### src/qmtlp_pkg.sv
// Package for the quoted-message timeout line parser.
// Holds the character codes, event and error codes, phase type and result struct.
// Depends on nothing.
package qmtlp_pkg;

    localparam int TIMEOUT_BITS = 32;
    localparam int TMO_B = (TIMEOUT_BITS > 32) ? 32 : TIMEOUT_BITS;
    localparam logic [35:0] TMO_LIMIT = (36'd1 << TMO_B) - 36'd1;

    localparam logic [7:0] CH_QUOTE = 8'h27;
    localparam logic [7:0] CH_COLON = 8'h3A;
    localparam logic [7:0] CH_S     = 8'h73;
    localparam logic [7:0] CH_LF    = 8'h0A;
    localparam logic [7:0] CH_ZERO  = 8'h30;
    localparam logic [7:0] CH_NINE  = 8'h39;

    localparam logic [1:0] EV_BYTE    = 2'd0;
    localparam logic [1:0] EV_END     = 2'd1;
    localparam logic [1:0] EV_TIMEOUT = 2'd2;
    localparam logic [1:0] EV_ERROR   = 2'd3;

    localparam logic [2:0] ERR_NO_COLON = 3'd0;
    localparam logic [2:0] ERR_BAD_CHAR = 3'd1;
    localparam logic [2:0] ERR_OVERFLOW = 3'd2;
    localparam logic [2:0] ERR_ZERO     = 3'd3;
    localparam logic [2:0] ERR_NO_LF    = 3'd4;

    typedef enum logic [5:0] {
        PH_IDLE    = 6'b000001,
        PH_MESSAGE = 6'b000010,
        PH_COLON   = 6'b000100,
        PH_DIGITS  = 6'b001000,
        PH_NEWLINE = 6'b010000,
        PH_HALT    = 6'b100000
    } phase_t;

    typedef struct packed {
        logic [1:0]  event_kind;
        logic [7:0]  message_byte;
        logic [31:0] timeout_value;
        logic [2:0]  error_code;
    } result_t;

endpackage

### src/qmtlp_in_reg.sv
// Input register of the quoted-message timeout line parser.
// Holds one accepted byte until the parse stage takes it; uses qmtlp_pkg.
module qmtlp_in_reg
    import qmtlp_pkg::*;
(
    input  logic       aclk,
    input  logic       aresetn,
    input  logic       s_tvalid,
    output logic       s_tready,
    input  logic [7:0] s_tdata,
    input  logic       take,
    output logic       byte_valid,
    output logic [7:0] byte_q
);

    logic       valid_reg;
    logic       valid_next;
    logic [7:0] byte_reg;

    assign s_tready = !valid_reg || take;

    always_comb begin
        if (s_tvalid && s_tready) begin
            valid_next = 1'b1;
        end else if (take) begin
            valid_next = 1'b0;
        end else begin
            valid_next = valid_reg;
        end
    end

    always_ff @(posedge aclk) begin
        if (!aresetn) begin
            valid_reg <= 1'b0;
        end else begin
            valid_reg <= valid_next;
        end
    end

    always_ff @(posedge aclk) begin
        if (s_tvalid && s_tready) begin
            byte_reg <= s_tdata;
        end
    end

    assign byte_valid = valid_reg;
    assign byte_q     = byte_reg;

endmodule

### src/qmtlp_parse.sv
// Parse stage of the quoted-message timeout line parser.
// Holds the phase, timeout accumulator and overflow flag; uses qmtlp_pkg.
module qmtlp_parse
    import qmtlp_pkg::*;
(
    input  logic       aclk,
    input  logic       aresetn,
    input  logic       fire,
    input  logic [7:0] byte_q,
    output logic       res_valid,
    output result_t    res
);

    phase_t      phase_reg;
    phase_t      phase_next;
    logic [31:0] accum_reg;
    logic [31:0] accum_next;
    logic        ovf_reg;
    logic        ovf_next;
    logic        is_digit;
    logic [3:0]  digit;
    logic [35:0] prod;

    assign is_digit = (byte_q >= CH_ZERO) && (byte_q <= CH_NINE);
    assign digit    = 4'(byte_q - CH_ZERO);
    assign prod     = {1'b0, accum_reg, 3'b000} + {3'b000, accum_reg, 1'b0}
                    + {32'd0, digit};

    always_comb begin
        phase_next = phase_reg;
        accum_next = accum_reg;
        ovf_next   = ovf_reg;
        res_valid  = 1'b0;
        res        = '0;
        unique case (phase_reg)
            PH_IDLE: begin
                if (byte_q == CH_QUOTE) begin
                    phase_next = PH_MESSAGE;
                    accum_next = '0;
                    ovf_next   = 1'b0;
                end
            end
            PH_MESSAGE: begin
                res_valid = 1'b1;
                if (byte_q == CH_QUOTE) begin
                    phase_next     = PH_COLON;
                    res.event_kind = EV_END;
                end else begin
                    res.event_kind   = EV_BYTE;
                    res.message_byte = byte_q;
                end
            end
            PH_COLON: begin
                if (byte_q != CH_COLON) begin
                    res_valid      = 1'b1;
                    res.event_kind = EV_ERROR;
                    res.error_code = ERR_NO_COLON;
                    phase_next     = PH_HALT;
                end else begin
                    phase_next = PH_DIGITS;
                    accum_next = '0;
                    ovf_next   = 1'b0;
                end
            end
            PH_DIGITS: begin
                if (is_digit) begin
                    if (!ovf_reg) begin
                        if (prod > TMO_LIMIT) begin
                            ovf_next = 1'b1;
                        end else begin
                            accum_next = prod[31:0];
                        end
                    end
                end else begin
                    res_valid = 1'b1;
                    if (byte_q != CH_S) begin
                        res.event_kind = EV_ERROR;
                        res.error_code = ERR_BAD_CHAR;
                        phase_next     = PH_HALT;
                    end else if (ovf_reg) begin
                        res.event_kind = EV_ERROR;
                        res.error_code = ERR_OVERFLOW;
                        phase_next     = PH_HALT;
                    end else if (accum_reg == '0) begin
                        res.event_kind = EV_ERROR;
                        res.error_code = ERR_ZERO;
                        phase_next     = PH_HALT;
                    end else begin
                        res.event_kind    = EV_TIMEOUT;
                        res.timeout_value = accum_reg;
                        phase_next        = PH_NEWLINE;
                    end
                end
            end
            PH_NEWLINE: begin
                if (byte_q != CH_LF) begin
                    res_valid      = 1'b1;
                    res.event_kind = EV_ERROR;
                    res.error_code = ERR_NO_LF;
                    phase_next     = PH_HALT;
                end else begin
                    phase_next = PH_IDLE;
                end
            end
            default: begin
                phase_next = PH_HALT;
            end
        endcase
    end

    always_ff @(posedge aclk) begin
        if (!aresetn) begin
            phase_reg <= PH_IDLE;
            accum_reg <= '0;
            ovf_reg   <= 1'b0;
        end else if (fire) begin
            phase_reg <= phase_next;
            accum_reg <= accum_next;
            ovf_reg   <= ovf_next;
        end
    end

endmodule

### src/qmtlp_out_reg.sv
// Result register of the quoted-message timeout line parser.
// Holds one result until the receiver takes it; uses qmtlp_pkg.
module qmtlp_out_reg
    import qmtlp_pkg::*;
(
    input  logic        aclk,
    input  logic        aresetn,
    input  logic        fire,
    input  logic        res_valid,
    input  result_t     res,
    output logic        space,
    output logic        m_tvalid,
    input  logic        m_tready,
    output logic [47:0] m_tdata,
    output logic [1:0]  m_tuser
);

    logic    valid_reg;
    logic    valid_next;
    result_t res_reg;

    assign space = !valid_reg || m_tready;

    always_comb begin
        if (fire) begin
            valid_next = res_valid;
        end else if (m_tready) begin
            valid_next = 1'b0;
        end else begin
            valid_next = valid_reg;
        end
    end

    always_ff @(posedge aclk) begin
        if (!aresetn) begin
            valid_reg <= 1'b0;
        end else begin
            valid_reg <= valid_next;
        end
    end

    always_ff @(posedge aclk) begin
        if (fire && res_valid) begin
            res_reg <= res;
        end
    end

    assign m_tvalid = valid_reg;
    assign m_tuser  = res_reg.event_kind;
    assign m_tdata  = {5'd0, res_reg.error_code, res_reg.timeout_value,
                       res_reg.message_byte};

endmodule

### src/quoted_message_timeout_line_parser_top.sv
// Top level of the quoted-message timeout line parser.
// Instantiates qmtlp_in_reg, qmtlp_parse and qmtlp_out_reg; uses qmtlp_pkg.
//
// The slave channel takes one text byte per transfer on s_tdata. The master
// channel gives at most one result per byte: m_tuser is the event kind
// (message byte, message end, timeout ready, error) and m_tdata carries the
// message byte, the timeout value and the error code.
// A byte passes the input register, the combinational parse logic and the
// result register, which presents its result on the master channel.
// Throughput is one byte per cycle while the receiver does not stall, set by
// the single parse stage, whose phase and times-ten accumulator update together.
// Bytes that cause no result (skipped text, colon, digits, newline) are
// absorbed without any master transfer.
// When the receiver stalls, the result register holds and the byte in the
// input register waits; s_tready falls once both registers are occupied.
// After an error result the block ignores every byte until reset.
// Reset (aresetn low, synchronous) empties both registers, returns the parser
// to waiting for an opening quote and clears the accumulator.
module quoted_message_timeout_line_parser_top
    import qmtlp_pkg::*;
(
    input  logic        aclk,
    input  logic        aresetn,
    input  logic        s_tvalid,
    output logic        s_tready,
    input  logic [7:0]  s_tdata,   // [7:0] byte_in
    output logic        m_tvalid,
    input  logic        m_tready,
    output logic [47:0] m_tdata,   // [7:0] message_byte, [39:8] timeout_value,
                                   // [42:40] error_code, [47:43] zero
    output logic [1:0]  m_tuser    // [1:0] event_kind
);

    logic       byte_valid;
    logic [7:0] byte_q;
    logic       space;
    logic       fire;
    logic       res_valid;
    result_t    res;

    assign fire = byte_valid && space;

    qmtlp_in_reg u_in_reg (
        .aclk       (aclk),
        .aresetn    (aresetn),
        .s_tvalid   (s_tvalid),
        .s_tready   (s_tready),
        .s_tdata    (s_tdata),
        .take       (fire),
        .byte_valid (byte_valid),
        .byte_q     (byte_q)
    );

    qmtlp_parse u_parse (
        .aclk      (aclk),
        .aresetn   (aresetn),
        .fire      (fire),
        .byte_q    (byte_q),
        .res_valid (res_valid),
        .res       (res)
    );

    qmtlp_out_reg u_out_reg (
        .aclk      (aclk),
        .aresetn   (aresetn),
        .fire      (fire),
        .res_valid (res_valid),
        .res       (res),
        .space     (space),
        .m_tvalid  (m_tvalid),
        .m_tready  (m_tready),
        .m_tdata   (m_tdata),
        .m_tuser   (m_tuser)
    );

`ifndef NO_ASSERTIONS
    a_ready_when_empty: assert property (
        @(posedge aclk) disable iff (!aresetn) !byte_valid |-> s_tready
    ) else $error("s_tready low with an empty input register");

    a_timeout_nonzero: assert property (
        @(posedge aclk) disable iff (!aresetn)
        (m_tvalid && m_tuser == EV_TIMEOUT) |-> (m_tdata[39:8] != 32'd0)
    ) else $error("timeout result with a zero value");

    a_clean_fields: assert property (
        @(posedge aclk) disable iff (!aresetn)
        (m_tvalid && m_tuser != EV_TIMEOUT) |-> (m_tdata[39:8] == 32'd0)
    ) else $error("timeout field set on a non-timeout result");

    a_error_code_range: assert property (
        @(posedge aclk) disable iff (!aresetn)
        (m_tvalid && m_tuser == EV_ERROR) |-> (m_tdata[42:40] <= ERR_NO_LF)
    ) else $error("error result with an undefined error code");
`endif

endmodule

### config.mk
export PLATFORM = sky130hd
export DESIGN_NAME = quoted_message_timeout_line_parser_top
export DESIGN_NICKNAME = d
export VERILOG_FILES = /design/src/qmtlp_pkg.sv /design/src/qmtlp_in_reg.sv /design/src/qmtlp_parse.sv /design/src/qmtlp_out_reg.sv /design/src/quoted_message_timeout_line_parser_top.sv
export SDC_FILE = /design/constraint.sdc
export NUM_CORES = 1
export LEC_CHECK = 0
export BUFFER_PORTS_ARGS = -buffer_cell sky130_fd_sc_hd__buf_2
export CAP_MARGIN = 20
export CORE_ASPECT_RATIO = 1.1
export CORE_MARGIN = 1.5
export CORE_UTILIZATION = 62
export DETAILED_ROUTE_END_ITERATION = 16
export PLACE_DENSITY_LB_ADDON = 0.1
export RECOVER_POWER = 100
export SLEW_MARGIN = 10
export SYNTH_ARGS = -nofsm -noshare
export SYNTH_HDL_FRONTEND = slang
export SYNTH_HIERARCHICAL = 1
export SYNTH_SLANG_ARGS = --single-unit
### constraint.sdc
create_clock -name aclk -period 6.4 [get_ports aclk]
set_input_delay 0.96 -clock aclk [delete_from_list [all_inputs] [get_ports aclk]]
set_output_delay 0.96 -clock aclk [all_outputs]
set_load 0.02 [all_outputs]
==> run_results.csv <==
group,metric,value,unit
cells_and_area,drive_gt1_share,7.31,%
routing,via_count,5019,
status,status,"finished with violations",
critical_path,startpoint,"u_in_reg/byte_q[3]",
critical_path,end_kind,"flip-flop",
critical_path,crit_arrival,5.61,ns
timing,maxSlewViolCount,67,
clock_tree,cts_tree,"yes",
clock_tree,clk_latency,0.38,ns
global_routing,overflow,0,
timing,max_freq,189,MHz
cells_and_area,largest_register_ffs,43,
global_routing,grt_usage,27.6,%
timing,period_minus_slack,5.30,ns
cells_and_area,design_area,0.00665,sq mm
critical_path,reg2reg_slack,1.10,ns
placement,globalplace.congestion,0.909,
clock_tree,cts_resized,0,
critical_path,crit_fanout,19,
power_and_ir_drop,powerDensity,160,mW/mm^2
critical_path,cp-start-kind,"flip-flop",
timing,tightest_slew,3.12,ns
routing,wl_per_cell,18.1,microns
timing,hold_violations,0,
cells_and_area,area_delta_synth_final,5.69,%
critical_path,slowest_stage,"a31oi_1",
timing,rsz0062_at_grt,"false",
yosys,yosys_most_used_dff,"edfxtp_1",
global_routing,grt_pass1_vias,4743,
clock_tree,clock_sinks,94,
power_and_ir_drop,peakVddDrop,0.109,mV
yosys,syn_area_per_cell,10.1,sq um
floorplan,core_area,0.00989,sq mm
floorplan,row_count,38,
critical_path,slowest_delay,1.39,ns
clock_tree,cts_buffer_depth,2,
power_and_ir_drop,p_leak,2.72,nW
critical_path,crit_required,6.71,ns
timing,fin_skew,0.0121,ns
status,violations,"max-capacitance violations, max-slew violations",
timing,setup_tns,0,ns
placement,postPlaceCellArea,0.00656,sq mm
yosys,synth_edf_count,53,
clock_tree,ctsHoldBuffers,0,
yosys,async_flop_share,0,%
critical_path,r2r_end,"u_parse/accum_reg[0]",
placement,portBuffers,58,
timing,finalSetupViolations,0,
run,maxCapViolations,2,
clock_tree,h-tree-depth,3,
clock_tree,cts_buffers,9,
critical_path,ff2ff_path_depth,12,
yosys,ys_types,77,
critical_path,crit_chain,"inv_1 -> fa_1 -> fa_1 -> and2b_1 -> o2111ai_1 -> a2111oi_0 -> nor4_1 -> a21oi_1 -> a211oi_1 -> a31oi_1 -> buf_4 -> a22o_1",
clock_tree,cts_setup_buffers,0,
yosys,ys_ff_latch,94,
clock_tree,cts-root-buf,"clkbuf_8",
min_path,worst_hold_path_type,"reg -> reg",
floorplan,die_area,0.0108,sq mm
routing,avgViaCountPerCell,6.35,
critical_path,cp_common_cell,"fa_1",
floorplan,initial_core_util,63.6,%
routing,postRouteAntennaNets,0,
global_routing,grt_pass1_wl,23300,microns
routing,drt_first_iter_violations,394,
floorplan,pin_count,64,
critical_path,reg2reg_from,"u_in_reg/byte_q[3]",
yosys,yosysSeqAreaShare,38.3,%
cells_and_area,fin_nets,742,
global_routing,grt_max_degree,47,
cells_and_area,seq_area,0.00241,sq mm
yosys,syn_inst,623,
placement,hpwl,10600,microns
cells_and_area,fill_cells,845,
cells_and_area,multi_input_area,0.00357,sq mm
critical_path,crit_type,"reg -> reg",
yosys,ys_warn_count,6,
routing,first_pass_iters,5,
critical_path,endpoint,"u_parse/accum_reg[0]",
yosys,syn_area,0.00629,sq mm
floorplan,die_width,99.1,microns
cells_and_area,diodes,0,
timing,period_share,82.8,%
floorplan,die_y,109,microns
global_routing,antenna_found_initial,0,
timing,maxSlewHeadroom,-108,%
clock_tree,clkTransAtPathRegs,0.09,ns
routing,finalWirelength,14300,microns
routing,drc_errors,0,
-- critical path: cells and delay by family (launching register included) --
kind            cells  cell delay, ns
compound gates      6            2.96
fa+ha+maj           2            1.04
buf+inv             2            0.51
flops               1            0.38
simple gates        2            0.34
-- stage by stage --
| step | utilization [%] | hold slack [ns] | total power [mW] | instances | worst slack (ns) |
|---|---|---|---|---|---|
| detailed placement | 66.4 | 0.496 | 0.678 | 773 | 2.08 |
| global route | 67.3 | 0.582 | 1.10 | 790 | 0.879 |
| global placement | 66.4 | 0.493 | 0.677 | 773 | 2.20 |
| CTS | 68.3 | 0.509 | 1.07 | 789 | 2.05 |
| finish | 67.3 | 0.539 | 1.06 | 790 | 1.10 |
| floorplan | - | 0.479 | 0.671 | 627 | 2.98 |
-- per-layer routing --
layer / wire [microns] / vias to the layer above / track usage [%]
li1: - / 2407 / -
met1: 6290 / 2367 / 36.1
met2: 6780 / 214 / 46.7
met3: 902 / 31 / 3.97
met4: 310 / 0 / 10.8
met5: 0 / - / 0
-- where the power goes --
part           total, mW  switching [mW]  internal, mW
clock network      0.401           0.219         0.182
registers          0.640         0.00371         0.636
logic             0.0230          0.0157       0.00730
total               1.06           0.239         0.825
-- worst min path at each step --
stage                     slack, ns  cells past startpoint             endpoint           startpoint
after floorplan                0.48                      1      u_parse/ovf_reg      u_parse/ovf_reg
after global placement         0.49                      2  u_in_reg/byte_valid  u_in_reg/byte_valid
after detailed placement       0.50                      2  u_in_reg/byte_valid  u_in_reg/byte_valid
after CTS                      0.51                      2  u_in_reg/byte_valid  u_in_reg/byte_valid
after global routing           0.58                      2  u_in_reg/byte_valid  u_in_reg/byte_valid
final                          0.54                      2  u_in_reg/byte_valid  u_in_reg/byte_valid
-- area by class of cell --
class / count / area share [%]
clock buffer: 9 / 1.86
clock inverter: 7 / 1.07
inverter: 19 / 1.07
multi-input combinational: 479 / 53.7
sequential: 94 / 36.3
tap: 120 / 2.26
timing repair buffer: 62 / 3.76
-- cells in the mapped netlist (3+ instances only) --
| master | n | area share, % |
|---|---|---|
| and3_1 | 3 | 0.30 |
| buf_4 | 7 | 0.83 |
| ha_1 | 63 | 13 |
| a211o_1 | 4 | 0.56 |
| o21a_1 | 7 | 0.83 |
| o211ai_1 | 5 | 0.60 |
| a22o_1 | 31 | 4.3 |
| nand2b_1 | 6 | 0.60 |
| nor3_1 | 15 | 1.2 |
| nor2_1 | 37 | 2.2 |
| clkbuf_1 | 11 | 0.66 |
| a211oi_1 | 9 | 1.1 |
| a21o_1 | 16 | 1.9 |
| a31oi_1 | 7 | 0.70 |
| nor3b_1 | 4 | 0.48 |
| buf_6 | 6 | 1.1 |
| edfxtp_1 | 53 | 25 |
| xnor2_1 | 17 | 2.4 |
| dfxtp_1 | 41 | 13 |
| xor2_1 | 11 | 1.5 |
| a21oi_1 | 29 | 2.3 |
| a21oi_4 | 3 | 0.78 |
| or3_1 | 3 | 0.30 |
| nand4_1 | 13 | 1.3 |
| a21oi_2 | 3 | 0.42 |
| and2_1 | 44 | 4.4 |
| o21ai_1 | 5 | 0.40 |
| buf_2 | 10 | 0.80 |
| o21ai_0 | 23 | 1.8 |
| nor2b_1 | 8 | 0.80 |
| nand3_1 | 11 | 0.87 |
| nand2_1 | 37 | 2.2 |
| nor4_1 | 9 | 0.89 |
| inv_1 | 19 | 1.1 |
-- logic make-up (layout without fill, tap and decap cells) --
family / count (synthesis) / after routing / share of synthesized area (%)
AO/OA/AOI/OAI: 170 / 170 / 20.9
XOR/XNOR: 29 / 29 / 4.16
adder cells (fa/ha/maj): 65 / 65 / 13.2
buffers and inverters: 54 / 97 / 4.55
flip-flops: 94 / 94 / 38.3
multiplexers: 2 / 2 / 0.338
other: 1 / 5 / 0.0596
AND/OR/NAND/NOR: 208 / 208 / 18.5
-- layout by cell type, fill, tap and decap left out, types with 9 or more instances in the layout --
cell type and n:
ha_1 63, edfxtp_1 53, clkbuf_1 52, dfxtp_1 41, nor2_1 37, nand2_1 37
a22o_1 31, a21oi_1 29, and2_1 24, o21ai_0 23, and2_0 22, inv_1 19
xnor2_1 17, a21o_1 16, nor3_1 15, nand4_1 13, nand3_1 11, xor2_1 11
clkbuf_8 9, nor4_1 9, a211oi_1 9
No activity file was read; power rests on OpenSTA's default activity.
